===== config.mk =====
export PLATFORM = sky130hd
export DESIGN_NAME = delay_trend_rate_estimator
export DESIGN_NICKNAME = d
export VERILOG_FILES = /design/src/hdl/dtre_pkg.sv /design/src/hdl/dtre_window_ram.sv /design/src/hdl/dtre_mul.sv /design/src/hdl/dtre_core.sv /design/src/hdl/delay_trend_rate_estimator.sv
export SDC_FILE = /design/constraint.sdc
export NUM_CORES = 2
export LEC_CHECK = 0
export ABC_AREA = 1
export BUFFER_PORTS_ARGS = -buffer_cell sky130_fd_sc_hd__buf_2
export CORE_MARGIN = 2
export CORE_UTILIZATION = 53
export CTS_BUF_LIST = sky130_fd_sc_hd__clkbuf_8
export CTS_CLUSTER_SIZE = 12
export DETAILED_ROUTE_END_ITERATION = 10
export HOLD_SLACK_MARGIN = 0.05
export PLACE_DENSITY_LB_ADDON = 0.08
export SLEW_MARGIN = 30
export SYNTH_ARGS = -nofsm -noshare
export SYNTH_HDL_FRONTEND = slang
export SYNTH_SLANG_ARGS = --single-unit
export TNS_END_PERCENT = 50

===== constraint.sdc =====
create_clock -name clk_i -period 10.5 [get_ports clk_i]
set_input_delay 2.1 -clock clk_i [delete_from_list [all_inputs] [get_ports clk_i]]
set_output_delay 2.1 -clock clk_i [all_outputs]
set_load 0.005 [all_outputs]

===== src/hdl/dtre_pkg.sv =====
package dtre_pkg;

  // window geometry
  localparam int unsigned WINDOW_DEPTH = 32;
  localparam int unsigned SLOT_W       = $clog2(WINDOW_DEPTH);
  localparam int unsigned CNT_W        = $clog2(WINDOW_DEPTH + 1);

  // field widths
  localparam int unsigned DELAY_W = 16;
  localparam int unsigned THR_W   = 8;
  localparam int unsigned PCT_W   = 7;
  localparam int unsigned RATE_W  = 30;
  localparam int unsigned STEP_W  = 24;

  // running sums and slope arithmetic
  localparam int unsigned SUM_W  = DELAY_W + CNT_W;
  localparam int unsigned WSUM_W = DELAY_W + 2 * CNT_W;
  localparam int unsigned SX_W   = 2 * CNT_W;
  localparam int unsigned DEN_W  = 4 * CNT_W;
  localparam int unsigned NUM_W  = WSUM_W + CNT_W + 6;

  // shared multiplier
  localparam int unsigned MUL_W  = 32;
  localparam int unsigned PROD_W = 2 * MUL_W;

  // divide by 100: reciprocal multiply plus one correction step
  localparam int unsigned Q_W          = RATE_W - 6;
  localparam int unsigned REM_W        = 7;
  localparam int unsigned RP_W         = 14;
  localparam int unsigned DEC_W        = RATE_W + 2;
  localparam int unsigned RECIP_SHIFT  = RATE_W + PCT_W;
  localparam int unsigned RECIP2_SHIFT = 21;
  localparam logic [MUL_W-1:0] RECIP_M  = MUL_W'((64'd1 << RECIP_SHIFT) / 64'd100);
  localparam logic [MUL_W-1:0] RECIP2_M = MUL_W'((64'd1 << RECIP2_SHIFT) / 64'd100);

  localparam logic [RATE_W-1:0] RATE_MAX = {RATE_W{1'b1}};

  // apb
  localparam int unsigned APB_AW = 5;
  localparam int unsigned APB_DW = 32;

  // stream payloads
  localparam int unsigned IN_TDATA_W  = 64;
  localparam int unsigned OUT_TDATA_W = 40;

  // register reset values
  localparam logic [THR_W-1:0]  OVER_THR_RST   = 8'h08;
  localparam logic [THR_W-1:0]  UNDER_THR_RST  = 8'hF8;
  localparam logic [PCT_W-1:0]  DEC_PCT_RST    = 7'd85;
  localparam logic [RATE_W-1:0] MIN_RATE_RST   = 30'd50000;
  localparam logic [STEP_W-1:0] INC_STEP_RST   = 24'd100000;
  localparam logic [RATE_W-1:0] MAX_RATE_RST   = 30'd1000000000;
  localparam logic [RATE_W-1:0] START_RATE_RST = 30'd300000;

  typedef enum logic [2:0] {
    REG_OVER_THR   = 3'd0,
    REG_UNDER_THR  = 3'd1,
    REG_DEC_PCT    = 3'd2,
    REG_MIN_RATE   = 3'd3,
    REG_INC_STEP   = 3'd4,
    REG_MAX_RATE   = 3'd5,
    REG_START_RATE = 3'd6
  } reg_e;

  typedef enum logic [1:0] {
    USE_NORMAL = 2'd0,
    USE_OVER   = 2'd1,
    USE_UNDER  = 2'd2
  } usage_e;

  typedef enum logic [3:0] {
    ST_IDLE,
    ST_UPD,
    ST_NW,
    ST_SXS,
    ST_THR_O,
    ST_THR_U,
    ST_QEST,
    ST_QLOAD,
    ST_QFIX,
    ST_QP,
    ST_RP,
    ST_RPM,
    ST_TFIX,
    ST_FIN,
    ST_DONE
  } seq_e;

  typedef struct packed {
    logic signed [THR_W-1:0] over_thr;
    logic signed [THR_W-1:0] under_thr;
    logic [PCT_W-1:0]        dec_pct;
    logic [RATE_W-1:0]       min_rate;
    logic [STEP_W-1:0]       inc_step;
    logic [RATE_W-1:0]       max_rate;
    logic [RATE_W-1:0]       start_rate;
  } cfg_t;

  typedef struct packed {
    logic       slope_valid;
    usage_e     usage;
    logic [RATE_W-1:0] rate;
  } res_t;

  // sum of indices n(n-1)/2 and slope denominator n^2(n^2-1)/12, per fill count
  typedef logic [WINDOW_DEPTH:0][SX_W-1:0]  sx_tab_t;
  typedef logic [WINDOW_DEPTH:0][DEN_W-1:0] den_tab_t;

  function automatic sx_tab_t sx_table();
    sx_tab_t tab;
    longint  n;
    for (int i = 0; i <= WINDOW_DEPTH; i++) begin
      n      = longint'(i);
      tab[i] = SX_W'(n * (n - 1) / 2);
    end
    return tab;
  endfunction

  function automatic den_tab_t den_table();
    den_tab_t tab;
    longint   n;
    for (int i = 0; i <= WINDOW_DEPTH; i++) begin
      n      = longint'(i);
      tab[i] = DEN_W'(n * n * (n * n - 1) / 12);
    end
    return tab;
  endfunction

  localparam sx_tab_t  SX_TAB  = sx_table();
  localparam den_tab_t DEN_TAB = den_table();

endpackage


===== src/hdl/dtre_window_ram.sv =====
module dtre_window_ram
  import dtre_pkg::*;
(
  input  logic               clk_i,
  input  logic               we_i,
  input  logic [SLOT_W-1:0]  waddr_i,
  input  logic [DELAY_W-1:0] wdata_i,
  input  logic               re_i,
  input  logic [SLOT_W-1:0]  raddr_i,
  output logic [DELAY_W-1:0] rdata_o
);

  logic [DELAY_W-1:0] mem [WINDOW_DEPTH];

  always_ff @(posedge clk_i) begin
    if (we_i) begin
      mem[waddr_i] <= wdata_i;
    end
  end

  always_ff @(posedge clk_i) begin
    if (re_i) begin
      rdata_o <= mem[raddr_i];
    end
  end

endmodule


===== src/hdl/dtre_mul.sv =====
module dtre_mul
  import dtre_pkg::*;
(
  input  logic                     clk_i,
  input  logic signed [MUL_W-1:0]  a_i,
  input  logic signed [MUL_W-1:0]  b_i,
  output logic signed [PROD_W-1:0] prod_o
);

  // product registered, ready in the cycle after the operands
  always_ff @(posedge clk_i) begin
    prod_o <= PROD_W'(a_i) * PROD_W'(b_i);
  end

endmodule


===== src/hdl/dtre_core.sv =====
module dtre_core
  import dtre_pkg::*;
(
  input  logic              clk_i,
  input  logic              rst_ni,
  input  cfg_t              cfg_i,
  input  logic              rate_load_i,
  input  logic              in_valid_i,
  output logic              in_ready_o,
  input  logic [31:0]       send_i,
  input  logic [31:0]       recv_i,
  output res_t              res_o,
  output logic              res_valid_o,
  input  logic              res_ready_i
);

  seq_e state_q, state_d;

  logic signed [DELAY_W-1:0] d_q;
  logic [CNT_W-1:0]          fill_q;
  logic [SLOT_W-1:0]         oldest_q;
  logic signed [SUM_W-1:0]   s_q;
  logic signed [WSUM_W-1:0]  w_q;
  usage_e                    det_q;
  logic [RATE_W-1:0]         rate_q;

  logic signed [NUM_W-1:0]   nw_q;
  logic signed [NUM_W-1:0]   num16_q;
  logic                      over_q, under_q;
  logic [Q_W-1:0]            q_q;
  logic [REM_W-1:0]          r_q;
  logic [Q_W+PCT_W-1:0]      qp_q;
  logic [RP_W-1:0]           rp_q;
  logic [PCT_W-1:0]          t_q;

  logic signed [MUL_W-1:0]   mul_a, mul_b;
  logic signed [PROD_W-1:0]  prod;
  logic                      ram_re, ram_we;
  logic [DELAY_W-1:0]        ram_rdata;
  logic [SLOT_W-1:0]         slot;

  // delay of the incoming packet, saturated to 16 bit
  logic signed [32:0]        diff;
  logic signed [DELAY_W-1:0] d_sat;

  always_comb begin
    diff = $signed({1'b0, recv_i}) - $signed({1'b0, send_i});
    if (diff > 33'sd32767) begin
      d_sat = 16'sh7FFF;
    end else if (diff < -33'sd32768) begin
      d_sat = 16'sh8000;
    end else begin
      d_sat = diff[DELAY_W-1:0];
    end
  end

  // window update
  logic                          full;
  logic signed [DELAY_W-1:0]     y0;
  logic [CNT_W-1:0]              factor;
  logic signed [DELAY_W+CNT_W:0] fd;
  logic signed [SUM_W-1:0]       drop;
  logic [CNT_W:0]                slot_sum;

  always_comb begin
    full     = (fill_q == CNT_W'(WINDOW_DEPTH));
    y0       = full ? $signed(ram_rdata) : '0;
    factor   = full ? CNT_W'(WINDOW_DEPTH - 1) : fill_q;
    fd       = $signed({1'b0, factor}) * d_q;
    drop     = full ? (s_q - SUM_W'(y0)) : '0;
    slot_sum = (CNT_W + 1)'(oldest_q) + (CNT_W + 1)'(fill_q);
    if (slot_sum >= (CNT_W + 1)'(WINDOW_DEPTH)) begin
      slot_sum = slot_sum - (CNT_W + 1)'(WINDOW_DEPTH);
    end
    slot = full ? oldest_q : slot_sum[SLOT_W-1:0];
  end

  // divide-by-100 corrections
  logic [RATE_W-1:0]  q100, r_full;
  logic [7:0]         r8;
  logic [PCT_W-1:0]   t_est;
  logic [RP_W-1:0]    t100, t_rem;

  always_comb begin
    q100   = (RATE_W'(q_q) << 6) + (RATE_W'(q_q) << 5) + (RATE_W'(q_q) << 2);
    r_full = rate_q - q100;
    r8     = r_full[7:0];
    t_est  = prod[RECIP2_SHIFT +: PCT_W];
    t100   = (RP_W'(t_est) << 6) + (RP_W'(t_est) << 5) + (RP_W'(t_est) << 2);
    t_rem  = rp_q - t100;
  end

  // rate candidates
  logic [DEC_W-1:0]  dec_full;
  logic [RATE_W-1:0] dec_sat, dec_rate;
  logic [RATE_W:0]   inc_full;
  logic [RATE_W-1:0] inc_rate;
  logic              slope_ok;
  usage_e            det_new;

  always_comb begin
    dec_full = DEC_W'(qp_q) + DEC_W'(t_q);
    dec_sat  = (dec_full > DEC_W'(RATE_MAX)) ? RATE_MAX : dec_full[RATE_W-1:0];
    dec_rate = (dec_sat < cfg_i.min_rate) ? cfg_i.min_rate : dec_sat;
    inc_full = (RATE_W + 1)'(rate_q) + (RATE_W + 1)'(cfg_i.inc_step);
    inc_rate = (inc_full > (RATE_W + 1)'(cfg_i.max_rate)) ? cfg_i.max_rate
                                                          : inc_full[RATE_W-1:0];
    slope_ok = (fill_q >= CNT_W'(4));
    if (over_q) begin
      det_new = USE_OVER;
    end else if (under_q) begin
      det_new = USE_UNDER;
    end else begin
      det_new = USE_NORMAL;
    end
  end

  // next state
  always_comb begin
    state_d = state_q;
    unique case (state_q)
      ST_IDLE:  if (in_valid_i) state_d = ST_UPD;
      ST_UPD:   state_d = ST_NW;
      ST_NW:    state_d = ST_SXS;
      ST_SXS:   state_d = ST_THR_O;
      ST_THR_O: state_d = ST_THR_U;
      ST_THR_U: state_d = ST_QEST;
      ST_QEST:  state_d = ST_QLOAD;
      ST_QLOAD: state_d = ST_QFIX;
      ST_QFIX:  state_d = ST_QP;
      ST_QP:    state_d = ST_RP;
      ST_RP:    state_d = ST_RPM;
      ST_RPM:   state_d = ST_TFIX;
      ST_TFIX:  state_d = ST_FIN;
      ST_FIN:   state_d = ST_DONE;
      ST_DONE:  if (res_ready_i) state_d = ST_IDLE;
      default:  state_d = ST_IDLE;
    endcase
  end

  // outputs of the sequencer
  always_comb begin
    in_ready_o  = 1'b0;
    res_valid_o = 1'b0;
    ram_re      = 1'b0;
    ram_we      = 1'b0;
    mul_a       = '0;
    mul_b       = '0;
    unique case (state_q)
      ST_IDLE: begin
        in_ready_o = 1'b1;
        ram_re     = in_valid_i;
      end
      ST_UPD: ram_we = 1'b1;
      ST_NW: begin
        mul_a = MUL_W'(fill_q);
        mul_b = MUL_W'(w_q);
      end
      ST_SXS: begin
        mul_a = MUL_W'(SX_TAB[fill_q]);
        mul_b = MUL_W'(s_q);
      end
      ST_THR_O: begin
        mul_a = MUL_W'($signed(cfg_i.over_thr));
        mul_b = MUL_W'(DEN_TAB[fill_q]);
      end
      ST_THR_U: begin
        mul_a = MUL_W'($signed(cfg_i.under_thr));
        mul_b = MUL_W'(DEN_TAB[fill_q]);
      end
      ST_QEST: begin
        mul_a = MUL_W'(rate_q);
        mul_b = RECIP_M;
      end
      ST_QP: begin
        mul_a = MUL_W'(q_q);
        mul_b = MUL_W'(cfg_i.dec_pct);
      end
      ST_RP: begin
        mul_a = MUL_W'(r_q);
        mul_b = MUL_W'(cfg_i.dec_pct);
      end
      ST_RPM: begin
        mul_a = MUL_W'(prod[RP_W-1:0]);
        mul_b = RECIP2_M;
      end
      ST_DONE: res_valid_o = 1'b1;
      default: ;
    endcase
  end

  always_comb begin
    res_o.rate        = rate_q;
    res_o.usage       = det_q;
    res_o.slope_valid = slope_ok;
  end

  // control state
  always_ff @(posedge clk_i or negedge rst_ni) begin
    if (!rst_ni) begin
      state_q  <= ST_IDLE;
      fill_q   <= '0;
      oldest_q <= '0;
      s_q      <= '0;
      w_q      <= '0;
      det_q    <= USE_NORMAL;
      rate_q   <= START_RATE_RST;
    end else begin
      state_q <= state_d;
      if (state_q == ST_UPD) begin
        s_q <= s_q - SUM_W'(y0) + SUM_W'(d_q);
        w_q <= w_q - WSUM_W'(drop) + WSUM_W'(fd);
        if (full) begin
          oldest_q <= (oldest_q == SLOT_W'(WINDOW_DEPTH - 1)) ? '0 : oldest_q + 1'b1;
        end else begin
          fill_q <= fill_q + 1'b1;
        end
      end
      if (rate_load_i) begin
        rate_q <= cfg_i.start_rate;
      end else if (state_q == ST_FIN && slope_ok) begin
        det_q <= det_new;
        if (det_new == USE_OVER) begin
          if (det_q != USE_OVER) rate_q <= dec_rate;
        end else begin
          rate_q <= inc_rate;
        end
      end
    end
  end

  // working registers
  always_ff @(posedge clk_i) begin
    unique case (state_q)
      ST_IDLE:  if (in_valid_i) d_q <= d_sat;
      ST_SXS:   nw_q <= NUM_W'(prod);
      ST_THR_O: num16_q <= (nw_q - NUM_W'(prod)) <<< 4;
      ST_THR_U: over_q <= (PROD_W'(num16_q) > prod);
      ST_QEST:  under_q <= (PROD_W'(num16_q) < prod);
      ST_QLOAD: q_q <= prod[RECIP_SHIFT +: Q_W];
      ST_QFIX: begin
        if (r8 >= 8'd100) begin
          q_q <= q_q + 1'b1;
          r_q <= REM_W'(r8 - 8'd100);
        end else begin
          r_q <= r8[REM_W-1:0];
        end
      end
      ST_RP:    qp_q <= prod[Q_W+PCT_W-1:0];
      ST_RPM:   rp_q <= prod[RP_W-1:0];
      ST_TFIX:  t_q <= (t_rem >= RP_W'(100)) ? t_est + 1'b1 : t_est;
      default: ;
    endcase
  end

  dtre_window_ram u_ram (
    .clk_i   (clk_i),
    .we_i    (ram_we),
    .waddr_i (slot),
    .wdata_i (d_q),
    .re_i    (ram_re),
    .raddr_i (oldest_q),
    .rdata_o (ram_rdata)
  );

  dtre_mul u_mul (
    .clk_i  (clk_i),
    .a_i    (mul_a),
    .b_i    (mul_b),
    .prod_o (prod)
  );

endmodule


===== src/hdl/delay_trend_rate_estimator.sv =====
// channel | dir | beat contents (lowest bit up)
// --------+-----+-----------------------------------------------------------
// s_axis  | in  | tdata: send_stamp[31:0], recv_stamp[63:32]
// m_axis  | out | tdata: rate_bps[29:0], usage_state[31:30], slope_valid[32],
//         |     |        zero[39:33]
// apb     | cfg | seven registers at byte address 4*index, write and read
//
// the shared 32x32 multiplier is stepped through eight slots (slope terms,
// thresholds, the divide by 100 of the decrease), and the next packet is
// taken only after the core has handed its result to the output register.
// the delay window sits in a 32 entry ram that is read at accept and
// written in the cycle after, so no forwarding is needed. reset clears the
// sums, fill count, detector state and loads the start rate; the ram needs
// no clearing pass. a stalled result waits in the output register while the
// next packet is already being worked on.
module delay_trend_rate_estimator
  import dtre_pkg::*;
(
  input  logic                   clk_i,
  input  logic                   rst_ni,

  // packet timestamps: send_stamp[31:0], recv_stamp[63:32]
  input  logic                   s_axis_tvalid_i,
  output logic                   s_axis_tready_o,
  input  logic [IN_TDATA_W-1:0]  s_axis_tdata_i,

  // estimate: rate_bps[29:0], usage_state[31:30], slope_valid[32], zero[39:33]
  output logic                   m_axis_tvalid_o,
  input  logic                   m_axis_tready_i,
  output logic [OUT_TDATA_W-1:0] m_axis_tdata_o,

  input  logic                   psel,
  input  logic                   penable,
  input  logic                   pwrite,
  input  logic [APB_AW-1:0]      paddr,
  input  logic [APB_DW-1:0]      pwdata,
  output logic [APB_DW-1:0]      prdata,
  output logic                   pready
);

  // configuration registers
  logic [THR_W-1:0]  over_thr_q, under_thr_q;
  logic [PCT_W-1:0]  dec_pct_q;
  logic [RATE_W-1:0] min_rate_q, max_rate_q, start_rate_q;
  logic [STEP_W-1:0] inc_step_q;

  logic  apb_wr;
  reg_e  reg_idx;
  logic  rate_load;
  cfg_t  cfg;

  assign pready    = 1'b1;
  assign apb_wr    = psel && penable && pwrite;
  assign reg_idx   = reg_e'(paddr[APB_AW-1:2]);
  assign rate_load = apb_wr && (reg_idx == REG_START_RATE);

  always_ff @(posedge clk_i or negedge rst_ni) begin
    if (!rst_ni) begin
      over_thr_q   <= OVER_THR_RST;
      under_thr_q  <= UNDER_THR_RST;
      dec_pct_q    <= DEC_PCT_RST;
      min_rate_q   <= MIN_RATE_RST;
      inc_step_q   <= INC_STEP_RST;
      max_rate_q   <= MAX_RATE_RST;
      start_rate_q <= START_RATE_RST;
    end else if (apb_wr) begin
      unique case (reg_idx)
        REG_OVER_THR:   over_thr_q   <= pwdata[THR_W-1:0];
        REG_UNDER_THR:  under_thr_q  <= pwdata[THR_W-1:0];
        REG_DEC_PCT:    dec_pct_q    <= pwdata[PCT_W-1:0];
        REG_MIN_RATE:   min_rate_q   <= pwdata[RATE_W-1:0];
        REG_INC_STEP:   inc_step_q   <= pwdata[STEP_W-1:0];
        REG_MAX_RATE:   max_rate_q   <= pwdata[RATE_W-1:0];
        REG_START_RATE: start_rate_q <= pwdata[RATE_W-1:0];
        default: ;
      endcase
    end
  end

  // register readback, unused addresses read as zero
  always_comb begin
    unique case (reg_idx)
      REG_OVER_THR:   prdata = APB_DW'(over_thr_q);
      REG_UNDER_THR:  prdata = APB_DW'(under_thr_q);
      REG_DEC_PCT:    prdata = APB_DW'(dec_pct_q);
      REG_MIN_RATE:   prdata = APB_DW'(min_rate_q);
      REG_INC_STEP:   prdata = APB_DW'(inc_step_q);
      REG_MAX_RATE:   prdata = APB_DW'(max_rate_q);
      REG_START_RATE: prdata = APB_DW'(start_rate_q);
      default:        prdata = '0;
    endcase
  end

  always_comb begin
    cfg.over_thr   = over_thr_q;
    cfg.under_thr  = under_thr_q;
    cfg.dec_pct    = dec_pct_q;
    cfg.min_rate   = min_rate_q;
    cfg.inc_step   = inc_step_q;
    cfg.max_rate   = max_rate_q;
    // a start rate write loads the estimate with the value being written
    cfg.start_rate = rate_load ? pwdata[RATE_W-1:0] : start_rate_q;
  end

  // sequencer, window ram and multiplier
  res_t res;
  logic res_valid, res_ready;

  dtre_core u_core (
    .clk_i       (clk_i),
    .rst_ni      (rst_ni),
    .cfg_i       (cfg),
    .rate_load_i (rate_load),
    .in_valid_i  (s_axis_tvalid_i),
    .in_ready_o  (s_axis_tready_o),
    .send_i      (s_axis_tdata_i[31:0]),
    .recv_i      (s_axis_tdata_i[63:32]),
    .res_o       (res),
    .res_valid_o (res_valid),
    .res_ready_i (res_ready)
  );

  // output register, frees the core while a result beat is stalled
  logic                   m_valid_q;
  logic [OUT_TDATA_W-1:0] m_data_q;

  assign res_ready = !m_valid_q || m_axis_tready_i;

  always_ff @(posedge clk_i or negedge rst_ni) begin
    if (!rst_ni) begin
      m_valid_q <= 1'b0;
    end else if (res_ready) begin
      m_valid_q <= res_valid;
    end
  end

  always_ff @(posedge clk_i) begin
    if (res_ready && res_valid) begin
      m_data_q <= OUT_TDATA_W'(res);
    end
  end

  assign m_axis_tvalid_o = m_valid_q;
  assign m_axis_tdata_o  = m_data_q;

`ifndef SYNTHESIS
  // one packet in flight: after a packet is taken the input closes
  a_one_in_flight: assert property (@(posedge clk_i) disable iff (!rst_ni)
    (s_axis_tvalid_i && s_axis_tready_o) |=> !s_axis_tready_o)
    else $error("input taken while a packet is in flight");

  // a result handed over by the core shows up on the output
  a_res_handoff: assert property (@(posedge clk_i) disable iff (!rst_ni)
    (res_valid && res_ready) |=> m_valid_q)
    else $error("core result lost at output register");

  // detector code is never the unused value
  a_usage_code: assert property (@(posedge clk_i) disable iff (!rst_ni)
    m_axis_tvalid_o |-> (m_axis_tdata_o[31:30] != 2'b11))
    else $error("illegal usage state on output");
`endif

endmodule

Word-level counts from Yosys, hierarchy flattened
Memory sizes are Yosys's and may differ from the RTL's. A register that Yosys moved wholly into a read port is not among the register bits.
Index checks and enable logic that the tools add are counted.
{"block": "totals", "ff_bits": 505, "latch_bits": 0, "ramBits": 512, "rom_bits": 2304, "inputBits": 108, "output_inout_bits": 75, "word_cells": 157, "mem_count": 3}
{"memory": "(name not given)", "depth": 64, "word_bits": 24, "read_ports": 1, "rd_ports_with_merged_regs": 0, "wr": 0, "line_no": "dtre_core.sv:165", "source": "mul_b = MUL_W'(DEN_TAB[fill_q]);"}
{"memory": "(name not given)", "depth": 64, "word_bits": 12, "read_ports": 1, "rd_ports_with_merged_regs": 0, "wr": 0, "line_no": "dtre_core.sv:160", "source": "mul_a = MUL_W'(SX_TAB[fill_q]);"}
{"memory": "u_core.u_ram.mem", "depth": 32, "word_bits": 16, "read_ports": 1, "rd_ports_with_merged_regs": 1, "wr": 1, "line_no": "dtre_window_ram.sv:13", "source": "logic [DELAY_W-1:0] mem [WINDOW_DEPTH];"}
{"block": "op_classes", "add_sub_neg": 22, "mul": 2, "div": 0, "order_cmp": 12, "eq_ne": 28, "n_shift": 0, "mux": 34, "bitwise_logic": 2, "reduce_logical": 27}
{"operator": "one-hot mux 32 bit (8 select lines)", "n": 1}
{"operator": "2-to-1 mux 30 bit", "n": 7}
{"operator": "one-hot mux 30 bit (7 select lines)", "n": 1}
{"operator": "one-hot mux 32 bit (6 select lines)", "n": 1}
{"operator": "> comparator 40 x 64 -> 1 bit", "n": 1}
{"operator": "< comparator 40 x 64 -> 1 bit", "n": 1}
{"operator": "multiplier 32 x 32 -> 64 bit", "n": 1}
{"operator": "one-hot mux 4 bit (15 select lines)", "n": 1}
{"operator": "2-to-1 mux 24 bit", "n": 2}
{"operator": "one-hot mux 24 bit (2 select lines)", "n": 1}
{"operator": "subtractor 36 bit", "n": 1}
{"operator": "> comparator 33 x 16 -> 1 bit, second input constant", "n": 1}
{"operator": "< comparator 33 x 16 -> 1 bit, second input constant", "n": 1}
{"operator": "subtractor 32 x 32 -> 33 bit", "n": 1}
{"operator": "adder 31 x 7 -> 32 bit", "n": 1}
{"operator": "> comparator 32 x 30 -> 1 bit, second input constant", "n": 1}
{"operator": "2-to-1 mux 16 bit", "n": 2}
{"operator": "adder 30 x 24 -> 31 bit", "n": 1}
{"operator": "> comparator 31 x 30 -> 1 bit", "n": 1}
{"operator": "< comparator 30 bit", "n": 1}
{"operator": "adder 28 x 23 -> 28 bit", "n": 1}
{"operator": "equality test 4 bit, second input constant", "n": 7}
{"operator": "AND reduction 2 bit", "n": 14}
{"operator": "subtractor 28 x 22 -> 28 bit", "n": 1}
{"operator": "other kinds (49)", "n": 76}

Longest topological paths before layout
{"block": "logic_depth", "ltp_word": 9, "depth_mapped": 45, "mapped_depth_nobuf": 44}

Cells and area by module
A second synthesis with hierarchy kept.
{"block": "unflattened", "hier_cells": 12178, "area_unflattened_um2": 101700.0}
{"mod": "dtre_mul", "n_inst": 1, "cells_each": 4971, "area_each_um2": 39584.2, "seq_area_each_um2": 1281.2}
{"mod": "dtre_core", "n_inst": 1, "cells_each": 4527, "area_each_um2": 32944.1, "seq_area_each_um2": 7572.3}
{"mod": "dtre_window_ram", "n_inst": 1, "cells_each": 1794, "area_each_um2": 21461.8, "seq_area_each_um2": 15855.2}
{"mod": "delay_trend_rate_estimator", "n_inst": 1, "cells_each": 886, "area_each_um2": 7709.9, "seq_area_each_um2": 4498.1}

Worst setup path before layout
OpenSTA, ideal clock, no wires.
{"block": "synth_path", "path_type": "register -> register", "start": "register u_core.state_q[2]", "end": "register u_core.u_mul.prod_o[59]", "setup_ns": 0.072, "t_arrival_ns": 9.500, "t_required_ns": 10.428, "setup_slack_ns": 0.928, "path_stages_with_launch": 34, "path_buffers": 2, "synth_period_minus_slack_ns": 9.572, "path_cell_list": "dfrtp_1 inv_2 nor2_2 inv_2 nor2_2 nand2_1 nand2_2 inv_2 buf_2 nor2_1 buf_2 fa_1 fa_1 inv_1 fa_1 fa_1 fa_1 fa_1 inv_1 fa_1 inv_1 fa_1 inv_1 ha_1 nand2_1 nor2_1 inv_1 nor4_1 nand2_1 o211ai_1 a21o_1 nand2_1 nand2_1 xor2_1"}
{"block": "synth_via", "elab_chain_len": 4, "elab_cells_between_ends": 13, "cone_classes": "mul (1); eq/ne (8); mux (2); reduce/logical (2)"}
{"item": "start, declared", "line_no": "dtre_core.sv:17", "source": "seq_e state_q, state_d;"}
{"item": "start signal, assigned", "line_no": "dtre_core.sv:209", "source": "state_q <= state_d;"}
{"item": "equality test 4 bit / equality test 4 x 3 -> 1 bit (equally long branches)", "line_no": "dtre_core.sv:149", "source": "unique case (state_q)"}
{"item": "OR reduction 2 bit (no source line)"}
{"item": "one-hot mux 32 bit (6 select lines)", "line_no": "dtre_core.sv:149"}
{"item": "multiplier 32 x 32 -> 64 bit (*)", "line_no": "dtre_mul.sv:12", "source": "prod_o <= PROD_W'(a_i) * PROD_W'(b_i);"}
{"item": "end signal, assigned", "line_no": "dtre_mul.sv:12"}
{"item": "end, declared", "line_no": "dtre_mul.sv:7", "source": "output logic signed [PROD_W-1:0] prod_o"}
Mark *: on every way between the ends. The rest lies on a longest branch, timed or not.
A chain may end at the register's enable or synchronous reset.

Worst setup path after layout
{"block": "layout_path", "start": "register u_core.state_q[2]", "end": "register u_core.u_mul.prod_o[60]"}
Same word-level chain as after synthesis.

==> impl_summary.log <==
INFO  metric clk_latency = 970 ps
INFO  metric synth_area = 94700 sq um
INFO  metric holdBufCountCts = 0
INFO  metric avgRoutedWirePerCell = 22.3 um
INFO  metric worstSetupPathType = reg -> reg
INFO  metric tightestPinTransition = 1080 ps
INFO  metric clock_tree.buffer_depth = 3
INFO  metric grt_setup_unrepaired = no
INFO  metric detailroute.via_count = 72700
INFO  metric arrival = 10930 ps
INFO  metric buffer_ports.inserted = 168
INFO  metric final_hold_viol_count = 0
INFO  metric core-area = 178000 sq um
INFO  metric gr-total-overflow = 0
INFO  metric register_area_share_after_synthesis = 30.8%
INFO  metric h-tree-depth = 4
INFO  metric worst_ep_required_time = 11350 ps
INFO  metric status = completed
INFO  metric postSynthRegisterBits = 1031
INFO  metric area_growth = 9.69%
INFO  metric die_width = 427 um
INFO  metric starting_utilization_of_the_core_area = 53.2%
INFO  metric synth_enable_flop_cells = 732
INFO  metric post-route-period-util = 96.0%
INFO  metric post_cts.resized_instances = 0
INFO  metric floorplan.die_area = 182000 sq um
INFO  metric tritoncts_buffers = 181
INFO  metric clock.fmax = 99.2 MHz
INFO  metric post_route_cells_drive_above_1_share = 8.64%
INFO  metric report.final.setup_viol = 0
INFO  metric yosys_warn_count = 0
INFO  metric row_count = 155
INFO  metric dominant_combinational_cell_family_by_area_after_synthesis = adder cells
INFO  metric drt-pass1-iter-count = 6
INFO  metric cts_tree = done
INFO  metric synth_area_leaders = fa_1, edfxtp_1, inv_1, ha_1, nand2_1
INFO  metric io_pins = 183
INFO  metric fp.dieH = 427 um
INFO  metric syn-instance-count = 10300
INFO  metric async_flop_share = 22.8%
INFO  metric drt-total-wl = 297 mm
INFO  metric crit_path_max_incr_delay = 570 ps
INFO  metric worstSetupEndpointType = flip-flop
INFO  metric synth.largest_area_cell = fa_1
INFO  metric multiplexer_area_fraction_after_synthesis = 0.107%
INFO  metric timing.max_cap.violations = 0
INFO  metric total_nets_final = 12700
INFO  metric post_synthesis_cell_type_count = 79
INFO  metric max_transition_margin = 26.9%
INFO  metric dp.final_hpwl = 234 mm
INFO  metric globalRouteTotalUtil = 33.1%
INFO  metric setup_tns = 0 ps
INFO  metric post_route_cell_area = 104000 sq um
INFO  metric ys_dominant_reg_cell = edfxtp_1
INFO  metric netlist_top_cells_count = inv_1, nand2_1, fa_1, nor2_1, edfxtp_1
INFO  metric syn_area_per_cell = 9.18 sq um
INFO  metric synthXorXnorAreaFrac = 2.49%
INFO  metric synth.most_common_cell = inv_1
INFO  metric cts_sinks = 1031
INFO  metric clock_tree.root_cell = clkbuf_8
INFO  metric grt_first_pass_wirelength = 450 mm
INFO  metric drt_first_iter_violations = 5473
INFO  metric path_clk_slew = 60 ps
INFO  metric min_tclk_post_route = 10080 ps
INFO  metric clock-skew-final = 72.2 ps
INFO  metric min_delay_path_class = reg -> reg
INFO  metric final_antenna_net_count = 0
INFO  metric timing.final.max_slew_violations = 0
INFO  metric synth-simple-area-share = 12.8%
INFO  metric critical_path.slowest_cell = dfrtp_1
INFO  metric post-synth-top-area-fraction = 26.0%
INFO  metric avgViaCountPerCell = 5.46
INFO  metric grt_antenna_before_repair = 8
INFO  metric drc = 0
INFO  metric worstSetupStartpointType = flip-flop
INFO  metric synth_fa_ha_area_share = 33.4%
INFO  metric post-cts-setup-buffers = 0
INFO  metric critical_path.max_fanout = 42
INFO  metric grt_max_degree = 101
INFO  metric globalplace.congestion = 0.960
INFO  metric critical-path-top-cell-by-count = fa_1
INFO  metric dpl_cell_area = 100000 sq um
INFO  metric compound_cell_area_share_of_the_yosys_netlist = 9.73%
INFO  metric first_global_vias = 74600
final timing paths:
path                                          from                       to  slack, ps  cells past startpoint
setup / recovery                 u_core.state_q[2]  u_core.u_mul.prod_o[60]        420                     37
hold / removal             u_core.u_mul.prod_o[32]          u_core.nw_q[32]        440                      0
setup reg to reg                 u_core.state_q[2]  u_core.u_mul.prod_o[60]        420                     37
hold reg to reg            u_core.u_mul.prod_o[32]          u_core.nw_q[32]        440                      0
max in group asynchronous                   rst_ni           min_rate_q[22]       7910                      2
min in group asynchronous                   rst_ni           inc_step_q[17]       1100                      1
state kept, by name (all words and copies together) (netlist names), 31 cells and up:
signal and count:
u_core.num16_q 36, u_core.u_ram.mem 512, u_core.u_mul.prod_o 64, u_core.nw_q 36, u_core.qp_q 31, m_axis_tdata_o 33
critical path, delay by kind of cell, from the launching register on:
kind / cells / cell delay [ps]
and+or+nand+nor: 13 / 2430
buffers and inverters: 10 / 1510
adders and majority gates: 9 / 4400
DFF: 1 / 570
xor gates and xnor gates: 1 / 170
AOI/OAI and AO/OA: 4 / 800
cell usage in the layout (no fill, tap or decap), types with 167 or more instances in the layout:
| cell type | n |
|---|---|
| ha_1 | 559 |
| nand3_1 | 272 |
| o22ai_1 | 206 |
| edfxtp_1 | 732 |
| a21oi_1 | 399 |
| xor2_1 | 170 |
| dfrtp_1 | 181 |
| nor2_1 | 932 |
| buf_4 | 291 |
| o21ai_0 | 722 |
| inv_1 | 2349 |
| buf_2 | 167 |
| fa_1 | 1230 |
| nand2_1 | 1479 |
| clkbuf_8 | 194 |
routing by layer:
| layer | wire, um | GRT usage, % |
|---|---|---|
| met5 | 41 | 0 |
| met3 | 19100 | 5.25 |
| met1 | 117000 | 41.6 |
| met4 | 17300 | 17.1 |
| met2 | 143000 | 55.3 |
logic make-up after synthesis:
family                   after synthesis
buffers and inverters               2641
adder cells (fa/ha/maj)             1790
AO/OA/AOI/OAI                       1626
AND/OR/NAND/NOR                     2950
multiplexers                           9
XOR/XNOR                             268
flip-flops                          1031
other                                  2
per-stage QoR:
step / instances / worst slack, ps / util (%) / hold WS (ps)
after floorplan: 10500 / 928 / - / 408
after global placement: 13000 / 484 / 56.4 / 418
after detailed placement: 13000 / 650 / 56.4 / 427
after CTS: 13300 / 590 / 58.4 / 441
after global routing: 13300 / 58.0 / 58.4 / 455
final: 13300 / 420 / 58.4 / 444
cell type report:
class | count | area (sq um)
fill | 16100 | 74100
multi-input combinational | 6807 | 56300
sequential | 1031 | 29200
inverter | 2332 | 8760
timing repair buffer | 468 | 3230
tap | 2355 | 2950
clock buffer | 194 | 2670
clock inverter | 134 | 808
antenna | 4 | 10.0
Power is not shown: default switching activity piles up to over one toggle a cycle in this logic, so the estimate is an artifact.
